[src/design/sha_pkg.sv]
// Shared types, constants and round functions for the SHA-256 compression core.
`default_nettype none

package sha_pkg;

	localparam int unsigned ROUNDS       = 64;
	localparam int unsigned BLOCK_WORDS  = 16;
	localparam int unsigned DIGEST_WORDS = 8;

	typedef logic [31:0] word_t;

	// One input item: a word of the padded message and its framing flags.
	typedef struct packed {
		word_t message_word;
		logic  first_of_message;
		logic  last_of_message;
	} msg_item_t;

	// One result item: a word of the final digest.
	typedef struct packed {
		word_t       digest_word;
		logic [2:0]  digest_index;
		logic        last_word;
	} digest_item_t;

	// Classified command handed from the front end to the hashing back end.
	typedef struct packed {
		word_t word;
		logic  reload;
		logic  compress;
		logic  emit;
	} cmd_t;

	typedef enum logic [1:0] {
		ST_IDLE,
		ST_ROUNDS,
		ST_FINAL,
		ST_EMIT
	} core_state_t;

	// Standard initial hash values.
	function automatic word_t init_hash(input logic [2:0] idx);
		word_t v;
		case (idx)
			3'd0:    v = 32'h6a09e667;
			3'd1:    v = 32'hbb67ae85;
			3'd2:    v = 32'h3c6ef372;
			3'd3:    v = 32'ha54ff53a;
			3'd4:    v = 32'h510e527f;
			3'd5:    v = 32'h9b05688c;
			3'd6:    v = 32'h1f83d9ab;
			default: v = 32'h5be0cd19;
		endcase
		return v;
	endfunction

	// Round constants.
	function automatic word_t round_k(input logic [5:0] idx);
		word_t v;
		case (idx)
			6'd0:  v = 32'h428a2f98;  6'd1:  v = 32'h71374491;
			6'd2:  v = 32'hb5c0fbcf;  6'd3:  v = 32'he9b5dba5;
			6'd4:  v = 32'h3956c25b;  6'd5:  v = 32'h59f111f1;
			6'd6:  v = 32'h923f82a4;  6'd7:  v = 32'hab1c5ed5;
			6'd8:  v = 32'hd807aa98;  6'd9:  v = 32'h12835b01;
			6'd10: v = 32'h243185be;  6'd11: v = 32'h550c7dc3;
			6'd12: v = 32'h72be5d74;  6'd13: v = 32'h80deb1fe;
			6'd14: v = 32'h9bdc06a7;  6'd15: v = 32'hc19bf174;
			6'd16: v = 32'he49b69c1;  6'd17: v = 32'hefbe4786;
			6'd18: v = 32'h0fc19dc6;  6'd19: v = 32'h240ca1cc;
			6'd20: v = 32'h2de92c6f;  6'd21: v = 32'h4a7484aa;
			6'd22: v = 32'h5cb0a9dc;  6'd23: v = 32'h76f988da;
			6'd24: v = 32'h983e5152;  6'd25: v = 32'ha831c66d;
			6'd26: v = 32'hb00327c8;  6'd27: v = 32'hbf597fc7;
			6'd28: v = 32'hc6e00bf3;  6'd29: v = 32'hd5a79147;
			6'd30: v = 32'h06ca6351;  6'd31: v = 32'h14292967;
			6'd32: v = 32'h27b70a85;  6'd33: v = 32'h2e1b2138;
			6'd34: v = 32'h4d2c6dfc;  6'd35: v = 32'h53380d13;
			6'd36: v = 32'h650a7354;  6'd37: v = 32'h766a0abb;
			6'd38: v = 32'h81c2c92e;  6'd39: v = 32'h92722c85;
			6'd40: v = 32'ha2bfe8a1;  6'd41: v = 32'ha81a664b;
			6'd42: v = 32'hc24b8b70;  6'd43: v = 32'hc76c51a3;
			6'd44: v = 32'hd192e819;  6'd45: v = 32'hd6990624;
			6'd46: v = 32'hf40e3585;  6'd47: v = 32'h106aa070;
			6'd48: v = 32'h19a4c116;  6'd49: v = 32'h1e376c08;
			6'd50: v = 32'h2748774c;  6'd51: v = 32'h34b0bcb5;
			6'd52: v = 32'h391c0cb3;  6'd53: v = 32'h4ed8aa4a;
			6'd54: v = 32'h5b9cca4f;  6'd55: v = 32'h682e6ff3;
			6'd56: v = 32'h748f82ee;  6'd57: v = 32'h78a5636f;
			6'd58: v = 32'h84c87814;  6'd59: v = 32'h8cc70208;
			6'd60: v = 32'h90befffa;  6'd61: v = 32'ha4506ceb;
			6'd62: v = 32'hbef9a3f7;  default: v = 32'hc67178f2;
		endcase
		return v;
	endfunction

	function automatic word_t big_sigma0(input word_t v);
		return {v[1:0], v[31:2]} ^ {v[12:0], v[31:13]} ^ {v[21:0], v[31:22]};
	endfunction

	function automatic word_t big_sigma1(input word_t v);
		return {v[5:0], v[31:6]} ^ {v[10:0], v[31:11]} ^ {v[24:0], v[31:25]};
	endfunction

	function automatic word_t small_sigma0(input word_t v);
		return {v[6:0], v[31:7]} ^ {v[17:0], v[31:18]} ^ {3'b000, v[31:3]};
	endfunction

	function automatic word_t small_sigma1(input word_t v);
		return {v[16:0], v[31:17]} ^ {v[18:0], v[31:19]} ^ {10'b0, v[31:10]};
	endfunction

	function automatic word_t choose(input word_t x, input word_t y, input word_t z);
		return (x & y) ^ (~x & z);
	endfunction

	function automatic word_t majority(input word_t x, input word_t y, input word_t z);
		return (x & y) ^ (x & z) ^ (y & z);
	endfunction

endpackage

`default_nettype wire

[src/design/sha_front.sv]
// Front end: accepts message items, tracks block position and queues commands.
`default_nettype none

module sha_front #(
	parameter int unsigned DEPTH = 4
) (
	input  wire                logic        clk,
	input  wire                logic        arst_n,
	input  wire                logic        msg_valid,
	output                     logic        msg_stall,
	input  wire sha_pkg::msg_item_t         msg_item,
	output                     logic        cmd_valid,
	input  wire                logic        cmd_take,
	output sha_pkg::cmd_t                   cmd_item
);

	localparam int unsigned PW = (DEPTH > 1) ? $clog2(DEPTH) : 1;
	localparam int unsigned CW = $clog2(DEPTH + 1);

	logic [3:0]     wc_q;
	logic [3:0]     wc_base;
	logic [3:0]     wc_next;
	sha_pkg::cmd_t  new_cmd;
	sha_pkg::cmd_t  queue_q [DEPTH];
	logic [PW-1:0]  wr_ptr_q;
	logic [PW-1:0]  rd_ptr_q;
	logic [CW-1:0]  count_q;
	logic           push;
	logic           pop;

	// Handshakes on both sides of the queue.
	assign msg_stall = (count_q == CW'(DEPTH));
	assign push      = msg_valid & ~msg_stall;
	assign cmd_valid = (count_q != '0);
	assign pop       = cmd_valid & cmd_take;
	assign cmd_item  = queue_q[rd_ptr_q];

	// Classify the item by its place in the block.
	always_comb begin
		wc_base           = msg_item.first_of_message ? 4'd0 : wc_q;
		wc_next           = msg_item.last_of_message ? 4'd0 : wc_base + 4'd1;
		new_cmd.word      = msg_item.message_word;
		new_cmd.reload    = msg_item.first_of_message;
		new_cmd.compress  = (wc_base == 4'd15);
		new_cmd.emit      = msg_item.last_of_message;
	end

	// Word counter and queue pointers.
	always_ff @(posedge clk or negedge arst_n) begin
		if (!arst_n) begin
			wc_q     <= '0;
			wr_ptr_q <= '0;
			rd_ptr_q <= '0;
			count_q  <= '0;
		end else begin
			if (push) begin
				wc_q     <= wc_next;
				wr_ptr_q <= (wr_ptr_q == PW'(DEPTH - 1)) ? '0 : wr_ptr_q + 1'b1;
			end
			if (pop) begin
				rd_ptr_q <= (rd_ptr_q == PW'(DEPTH - 1)) ? '0 : rd_ptr_q + 1'b1;
			end
			if (push && !pop) begin
				count_q <= count_q + 1'b1;
			end else if (pop && !push) begin
				count_q <= count_q - 1'b1;
			end
		end
	end

	// Queue storage.
	always_ff @(posedge clk) begin
		if (push) begin
			queue_q[wr_ptr_q] <= new_cmd;
		end
	end

	a_count_bound: assert property (@(posedge clk) disable iff (!arst_n)
		count_q <= CW'(DEPTH))
		else $error("queue fill exceeds its depth");

	a_count_up: assert property (@(posedge clk) disable iff (!arst_n)
		(push && !pop) |=> count_q == CW'($past(count_q) + 1'b1))
		else $error("queue fill did not grow on a lone push");

	a_last_clears: assert property (@(posedge clk) disable iff (!arst_n)
		(push && msg_item.last_of_message) |=> wc_q == 4'd0)
		else $error("block position not cleared after last item");

endmodule

`default_nettype wire

[src/design/sha_core.sv]
// Back end: message schedule, round unit, chaining hash and digest output.
`default_nettype none

module sha_core (
	input  wire                  logic  clk,
	input  wire                  logic  arst_n,
	input  wire                  logic  cmd_valid,
	output                       logic  cmd_take,
	input  wire sha_pkg::cmd_t          cmd_item,
	output                       logic  dig_valid,
	input  wire                  logic  dig_stall,
	output sha_pkg::digest_item_t       dig_item
);

	sha_pkg::core_state_t   state_q;
	sha_pkg::core_state_t   state_next;
	logic [5:0]             round_q;
	logic [2:0]             idx_q;
	logic                   emit_q;
	sha_pkg::word_t         window_q [sha_pkg::BLOCK_WORDS];
	sha_pkg::word_t         work_q   [sha_pkg::DIGEST_WORDS];
	sha_pkg::word_t         chain_q  [sha_pkg::DIGEST_WORDS];
	logic                   out_valid_q;
	sha_pkg::digest_item_t  out_item_q;
	logic                   pop;
	logic                   out_load;
	logic                   round_run;
	sha_pkg::word_t         w_new;
	sha_pkg::word_t         t1;
	sha_pkg::word_t         t2;

	assign pop       = cmd_valid & cmd_take;
	assign dig_valid = out_valid_q;
	assign dig_item  = out_item_q;

	// Next state.
	always_comb begin
		state_next = state_q;
		unique case (state_q)
			sha_pkg::ST_IDLE: begin
				if (pop && cmd_item.compress) begin
					state_next = sha_pkg::ST_ROUNDS;
				end else if (pop && cmd_item.emit) begin
					state_next = sha_pkg::ST_EMIT;
				end
			end
			sha_pkg::ST_ROUNDS: begin
				if (round_q == 6'(sha_pkg::ROUNDS - 1)) begin
					state_next = sha_pkg::ST_FINAL;
				end
			end
			sha_pkg::ST_FINAL: begin
				state_next = emit_q ? sha_pkg::ST_EMIT : sha_pkg::ST_IDLE;
			end
			sha_pkg::ST_EMIT: begin
				if (out_load && idx_q == 3'd7) begin
					state_next = sha_pkg::ST_IDLE;
				end
			end
			default: state_next = sha_pkg::ST_IDLE;
		endcase
	end

	// State outputs.
	always_comb begin
		cmd_take  = (state_q == sha_pkg::ST_IDLE);
		round_run = (state_q == sha_pkg::ST_ROUNDS);
		out_load  = (state_q == sha_pkg::ST_EMIT) && (!out_valid_q || !dig_stall);
	end

	// One round: next schedule word and the two temporaries.
	always_comb begin
		w_new = sha_pkg::small_sigma1(window_q[14]) + window_q[9]
			+ sha_pkg::small_sigma0(window_q[1]) + window_q[0];
		t1 = work_q[7] + sha_pkg::big_sigma1(work_q[4])
			+ sha_pkg::choose(work_q[4], work_q[5], work_q[6])
			+ sha_pkg::round_k(round_q) + window_q[0];
		t2 = sha_pkg::big_sigma0(work_q[0])
			+ sha_pkg::majority(work_q[0], work_q[1], work_q[2]);
	end

	// Control registers and chaining hash.
	always_ff @(posedge clk or negedge arst_n) begin
		if (!arst_n) begin
			state_q     <= sha_pkg::ST_IDLE;
			round_q     <= '0;
			idx_q       <= '0;
			emit_q      <= 1'b0;
			out_valid_q <= 1'b0;
			for (int i = 0; i < sha_pkg::DIGEST_WORDS; i++) begin
				chain_q[i] <= sha_pkg::init_hash(3'(i));
			end
		end else begin
			state_q <= state_next;
			if (round_run) begin
				round_q <= round_q + 6'd1;
			end
			if (pop) begin
				emit_q <= cmd_item.emit;
			end
			if (out_load) begin
				idx_q       <= idx_q + 3'd1;
				out_valid_q <= 1'b1;
			end else if (!dig_stall) begin
				out_valid_q <= 1'b0;
			end
			if (pop && cmd_item.reload) begin
				for (int i = 0; i < sha_pkg::DIGEST_WORDS; i++) begin
					chain_q[i] <= sha_pkg::init_hash(3'(i));
				end
			end else if (state_q == sha_pkg::ST_FINAL) begin
				for (int i = 0; i < sha_pkg::DIGEST_WORDS; i++) begin
					chain_q[i] <= chain_q[i] + work_q[i];
				end
			end
		end
	end

	// Schedule window, working values and output register.
	always_ff @(posedge clk) begin
		if (pop || round_run) begin
			for (int i = 0; i < sha_pkg::BLOCK_WORDS - 1; i++) begin
				window_q[i] <= window_q[i + 1];
			end
			window_q[sha_pkg::BLOCK_WORDS - 1] <= pop ? cmd_item.word : w_new;
		end
		if (pop && cmd_item.compress) begin
			for (int i = 0; i < sha_pkg::DIGEST_WORDS; i++) begin
				work_q[i] <= cmd_item.reload ? sha_pkg::init_hash(3'(i)) : chain_q[i];
			end
		end else if (round_run) begin
			work_q[7] <= work_q[6];
			work_q[6] <= work_q[5];
			work_q[5] <= work_q[4];
			work_q[4] <= work_q[3] + t1;
			work_q[3] <= work_q[2];
			work_q[2] <= work_q[1];
			work_q[1] <= work_q[0];
			work_q[0] <= t1 + t2;
		end
		if (out_load) begin
			out_item_q.digest_word  <= chain_q[idx_q];
			out_item_q.digest_index <= idx_q;
			out_item_q.last_word    <= (idx_q == 3'd7);
		end
	end

	a_round_idle: assert property (@(posedge clk) disable iff (!arst_n)
		state_q != sha_pkg::ST_ROUNDS |-> round_q == 6'd0)
		else $error("round counter not at zero outside the rounds");

	a_final_after_rounds: assert property (@(posedge clk) disable iff (!arst_n)
		state_q == sha_pkg::ST_FINAL |-> $past(state_q) == sha_pkg::ST_ROUNDS)
		else $error("final add reached without running the rounds");

	a_emit_done: assert property (@(posedge clk) disable iff (!arst_n)
		(out_load && idx_q == 3'd7) |=> (state_q == sha_pkg::ST_IDLE && out_valid_q
			&& idx_q == 3'd0))
		else $error("digest emission did not end cleanly");

endmodule

`default_nettype wire

[src/design/sha256_compression.sv]
// A plain word moves from the queue into the schedule window once the back end is idle;
// a word that completes a block also runs the rounds and then the chaining add in ST_FINAL.
// The single round unit takes no new command while busy; the queue accepts items until full.
// A last item gives eight digest items from the output register, one per cycle unless stalled.
// Reset clears the queue and controls and loads the chaining hash with the initial values;
// the schedule window has no reset and there is no clearing pass.
`default_nettype none

module sha256_compression #(
	parameter int unsigned QUEUE_DEPTH = 4
) (
	input  wire                  logic  clk,
	input  wire                  logic  arst_n,
	input  wire                  logic  msg_valid,
	output                       logic  msg_stall,
	input  wire sha_pkg::msg_item_t     msg_item,
	output                       logic  dig_valid,
	input  wire                  logic  dig_stall,
	output sha_pkg::digest_item_t       dig_item
);

	logic           cmd_valid;
	logic           cmd_take;
	sha_pkg::cmd_t  cmd_item;

	// Front end and its command queue.
	sha_front #(
		.DEPTH (QUEUE_DEPTH)
	) u_front (
		.clk       (clk),
		.arst_n    (arst_n),
		.msg_valid (msg_valid),
		.msg_stall (msg_stall),
		.msg_item  (msg_item),
		.cmd_valid (cmd_valid),
		.cmd_take  (cmd_take),
		.cmd_item  (cmd_item)
	);

	// Hashing back end.
	sha_core u_core (
		.clk       (clk),
		.arst_n    (arst_n),
		.cmd_valid (cmd_valid),
		.cmd_take  (cmd_take),
		.cmd_item  (cmd_item),
		.dig_valid (dig_valid),
		.dig_stall (dig_stall),
		.dig_item  (dig_item)
	);

endmodule

`default_nettype wire

[config.mk]
export PLATFORM = sky130hd
export DESIGN_NAME = sha256_compression
export DESIGN_NICKNAME = d
export VERILOG_FILES = /design/src/design/sha_pkg.sv /design/src/design/sha_front.sv /design/src/design/sha_core.sv /design/src/design/sha256_compression.sv
export SDC_FILE = /design/constraint.sdc
export NUM_CORES = 2
export LEC_CHECK = 0
export BUFFER_PORTS_ARGS = -buffer_cell sky130_fd_sc_hd__buf_2
export CORE_MARGIN = 8
export CORE_UTILIZATION = 55
export CTS_CLUSTER_SIZE = 8
export DETAILED_ROUTE_END_ITERATION = 10
export GPL_ROUTABILITY_DRIVEN = 1
export HOLD_SLACK_MARGIN = 0.02
export PLACE_DENSITY_LB_ADDON = 0.08
export SLEW_MARGIN = 5
export SYNTH_ARGS = -nofsm -noshare
export SYNTH_HDL_FRONTEND = slang
export SYNTH_SLANG_ARGS = --single-unit
[constraint.sdc]
create_clock -name clk -period 18.2 [get_ports clk]
set_input_delay 1.82 -clock clk [delete_from_list [all_inputs] [get_ports clk]]
set_output_delay 1.82 -clock clk [all_outputs]
set_load 0.005 [all_outputs]
# [Yosys cells after proc, flatten, opt, wreduce, memory -nomap -nowiden]
# Memory sizes are Yosys's and may differ from the RTL's.
# Index checks and enable logic that the tools add are counted.
[op_classes] add_sub_neg=25 n_lt_le_gt_ge=1 eq_ne=13 muxes=53 bitwise_logic=29 reduce_logical=18
[ops] op="32-bit two-way mux" n=27
[ops] op="32-bit adder" n=18
[ops] op="256-bit two-way mux" n=2
[ops] op="32-bit bitwise XOR" n=9
[ops] op="32-bit bitwise AND" n=5
[ops] op="32-bit binary-select mux with 3-bit select" n=1
[ops] op="32-bit NOT" n=1
[ops] op="32-bit by 22-bit bitwise XOR with 32-bit output" n=1
[ops] op="32-bit by 29-bit bitwise XOR with 32-bit output" n=1
[ops] op="2-bit two-way mux" n=7
[ops] op="1-bit two-way mux" n=11
[ops] op="2-bit == test, second input constant" n=4
[ops] op="4-bit two-way mux" n=2
[ops] op="1-bit bitwise OR" n=8
[ops] op="2-bit case mux with 4 select lines" n=1
[ops] op="1-bit logical AND" n=7
[ops] op="3-bit by 1-bit adder with 3-bit output, second input constant" n=2
[ops] op="6-bit by 1-bit adder with 6-bit output, second input constant" n=1
[ops] op="3-bit == test, second input constant" n=2
[ops] op="6-bit == test, second input constant" n=1
[ops] op="3-bit two-way mux" n=2
[ops] op="2-bit by 1-bit adder with 2-bit output, second input constant" n=2
[ops] op="4-bit by 1-bit adder with 4-bit output, second input constant" n=1
[ops] op="4-bit == test, second input constant" n=1
[ops] op="other kinds (15)" n=22
[totals] register_bits=316 ramBits=908 mem_bits_ro=2048 in_bits=38 n_memories=4
[mem_list] name="(name not given)" words=64 word_bits=32 read_ports=1 rd_ports_with_merged_regs=0 write_ports=0 line_no="sha_pkg.sv:60" text="case (idx)"
[mem_list] name="u_core.window_q" words=16 word_bits=32 read_ports=16 rd_ports_with_merged_regs=0 write_ports=16 line_no="sha_core.sv:20" text="sha_pkg::word_t window_q [sha_pkg::BLOCK_WORDS];"
[mem_list] name="u_core.work_q" words=8 word_bits=32 read_ports=8 rd_ports_with_merged_regs=0 write_ports=8 line_no="sha_core.sv:21" text="sha_pkg::word_t work_q [sha_pkg::DIGEST_WORDS];"
[mem_list] name="u_front.queue_q" words=4 word_bits=35 read_ports=1 rd_ports_with_merged_regs=0 write_ports=1 line_no="sha_front.sv:24" text="sha_pkg::cmd_t queue_q [DEPTH];"

# [Logic depth before layout (Yosys ltp)]
[logic_depth] ltp_word=8 ltp_mapped=42 mapped_depth_nobuf=41

# [Modules after synthesis]
# Synthesis repeated with hierarchy kept, for this count alone.
[hier_totals] cells_unflattened=6524 area_unflattened_um2=73096.4
[modules_own_cells] mod="sha_core" n_inst=1 cells_each=6276 area_per_inst_um2=67352.1
[modules_own_cells] mod="sha_front" n_inst=1 cells_each=248 area_per_inst_um2=5744.3

# [Worst setup path after synthesis]
# Ideal clock, no wire load.
[synth_timing] kind="flip-flop to flip-flop" from="reg u_front.count_q[0]" to="mem u_core.window_q[0][0] (netlist name) (enable)" setup_time_ns=3.632 t_arrival_ns=9.688 t_required_ns=14.568 path_slack_ns=4.881 stages_incl_launch_ff=6 synth_period_minus_slack_ns=13.319 cell_sequence="dfrtp_1 > o31a_1 > inv_1 > clkbuf_1 > buf_1 > nand2_1"
[synth_rtl] item="start: declaration" line_no="sha_front.sv:27" text="logic [CW-1:0] count_q;"
[synth_rtl] item="start signal: assignment" line_no="sha_front.sv:64" text="count_q <= count_q + 1'b1;"
[synth_rtl] item="start signal: assignment" line_no="sha_front.sv:66" text="count_q <= count_q - 1'b1;"
[synth_rtl] item="end: declaration" line_no="sha_core.sv:20"

==> flow_summary.json <==
{
  "status": "finished clean",
  "synth-seq-cells": 1224,
  "drtAntennaViolNets": 0,
  "path_max_fanout": 20,
  "yosys_warnings": 0,
  "rows": 133,
  "layout.nets": 7199,
  "nFillCells": 10600,
  "synth_edf_count": 944,
  "wl_um": 238000,
  "rsz0062_at_grt": "false",
  "start_util": 0.555,
  "gp_congestion": 1.02,
  "cpMostUsedCell": "fa_1",
  "grt_pass1_vias": 51300,
  "critPathKind": "reg -> reg",
  "finalSetupTns_ns": 0,
  "post_drt_wl_per_cell_um": 28.2,
  "grt_max_degree": 94,
  "ys_types": 96,
  "dieArea_um2": 145000,
  "syn_nets": 7194,
  "multi_input_area_um2": 35200,
  "vias_per_cell": 6.39,
  "cpMaxStageDelayCell": "ha_1",
  "syn_area_um2": 73000,
  "post-place-ws_ns": 6.88,
  "setup_viol": 0,
  "worst_ep_required_time_ns": 18.86,
  "cp.arrival_ns": 12.06,
  "clockRootBuffer": "clkbuf_16",
  "max_stage_delay_ns": 0.91,
  "async_reset_ff_frac": 0.229,
  "htreeDepth": 4,
  "fin_hold_ws_ns": 0.376,
  "ys_seq_area_frac": 0.487,
  "seqCellArea_um2": 35500,
  "drv_slew": 0,
  "path_clk_slew_ns": 0.06,
  "endpoint_kind": "register",
  "synth_cells": 6559,
  "critPathLaunchType": "register",
  "area_delta_synth_final_pct": 9.94,
  "drtIter0Drc": 6188,
  "slew-limit-headroom": 0.149,
  "io_buffers": 75,
  "cts_hold_buf": 0,
  "drc": 0,
  "clock-sinks": 1224,
  "vias": 54000,
  "numCtsBuffers": 172,
  "antenna_found_initial": 16,
  "ioPinCount": 76,
  "layout-drive-gt1-share": 0.102,
  "post_cts_buffers": 0,
  "die_x_um": 380,
  "avgSynthCellArea_um2": 11.1,
  "cts_tree": "built",
  "min_path_type": "reg -> reg",
  "coreArea_um2": 132000,
  "clockBufferDepth": 3,
  "final_common_cell": "edfxtp_1",
  "r2r_slack_ns": 6.79,
  "period_share": 0.627,
  "grt_use_total": 0.320,
  "fin_skew_ns": 0.0812,
  "grt-ovfl-total": 0,
  "dr.pass1.iters": 7,
  "clk_latency_ns": 0.82,
  "worst_pin_slew_ns": 1.27,
  "ys.flop_type": "edfxtp_1",
  "min_period_ns": 11.41,
  "hold_viol": 0,
  "die_h_um": 380,
  "fin_ws_ns": 6.79,
  "fmax_mhz": 87.7,
  "dpl.hpwl_um": 173000,
  "cts-resized-gates": 0,
  "mostFrequentLayoutCells": "944 x edfxtp_1, 729 x nand2_1, 570 x o21ai_0, 485 x a21oi_1, 401 x ha_1",
  "grt_pass1_wl_um": 346000,
  "cap_violations": 0
}
==> sequential cells by signal, summed over array words and instances, names as in the netlist, 3 cells and up <==
register,count
u_core.window_q,512
u_core.chain_q,256
u_core.work_q,256
u_front.queue_q,140
u_core.dig_item,36
u_core.round_q,6
u_front.wc_q,4
u_core.idx_q,3
u_front.count_q,3
==> cells by family after synthesis <==
logic type      count (synthesis)  synth area share
compound gates               1777             0.149
xor+xnor                      581            0.0701
fa+ha+maj                     620             0.126
buf+inv                       629            0.0324
flops                        1224             0.487
mux                           175            0.0425
simple gates                 1553            0.0940
==> cell usage after synthesis, types with 17 or more instances <==
cell	number	area, um2
clkbuf_1	285	1070
o21ai_0	571	2860
a21o_1	190	1430
buf_1	41	154
o21a_1	50	375
mux2i_1	29	290
nor2_1	315	1180
mux2_2	41	462
nand2_1	733	2750
edfxtp_1	944	28300
nand2b_1	60	375
inv_1	297	1110
xnor2_1	367	3210
a311oi_1	17	149
and2_1	20	125
o21bai_1	44	330
mux4_2	104	2340
or3_1	20	125
xor2_1	212	1860
nor3_1	127	636
a31oi_1	57	357
ha_1	401	5020
a211oi_1	52	390
a211o_1	21	184
a21oi_1	486	2430
o211ai_1	24	180
nand4_1	26	163
o22ai_1	32	200
fa_1	196	3920
and3_1	24	150
maj3_1	23	230
o21ai_1	36	180
nand3_1	120	601
dfstp_2	136	3570
o31ai_1	32	240
dfrtp_1	144	3600
nor2b_1	46	288
==> critical path: cells and delay by family (launching register included) <==
family	cells	cell delay, ns
AOI/OAI and AO/OA	19	4.78
xor gates and xnor gates	1	0.28
adders and majority gates	8	3.84
buffers and inverters	3	0.78
DFF	1	0.82
and+or+nand+nor	5	0.81
==> stage by stage <==
| step | std cells | util | area, um2 |
|---|---|---|---|
| floorplan | 6559 | - | 73000 |
| global placement | 8145 | 0.570 | 75100 |
| detailed placement | 8145 | 0.570 | 75100 |
| CTS | 8445 | 0.610 | 80300 |
| global route | 8446 | 0.610 | 80300 |
| finish | 8449 | 0.610 | 80300 |
==> layout make-up <==
| type | count | area share |
|---|---|---|
| Sequential cell | 1224 | 0.443 |
| Multi-Input combinational cell | 4706 | 0.439 |
| Clock buffer | 285 | 0.0593 |
| Tap cell | 1755 | 0.0274 |
| Inverter | 302 | 0.0141 |
| Timing Repair Buffer | 158 | 0.0126 |
| Clock inverter | 15 | 0.00510 |
| Antenna cell | 4 | 0.000125 |
==> path summary, 6_finish.rpt <==
check | startpoint | end | cells after the start
max | u_core.round_q[1] | u_core.work_q[0][29] | 36
min | u_core.window_q[2][92] | u_core.window_q[2][60] | 0
max reg2reg | u_core.round_q[1] | u_core.work_q[0][29] | 36
min reg2reg | u_core.window_q[2][92] | u_core.window_q[2][60] | 0
max in group asynchronous | arst_n | u_core.chain_q[73] | 3
min in group asynchronous | arst_n | u_core.chain_q[222] | 1
==> routing by layer <==
layer	up-vias	wire length, um	share of wire	track usage
met4	6	10500	0.044	0.126
met5	-	34	0.00014	0
li1	23800	-	-	-
met3	485	23000	0.097	0.0684
met1	27000	99500	0.42	0.454
met2	2686	105000	0.44	0.482
Power is not shown: default switching activity piles up to over one toggle a cycle in this logic, so the estimate is an artifact.
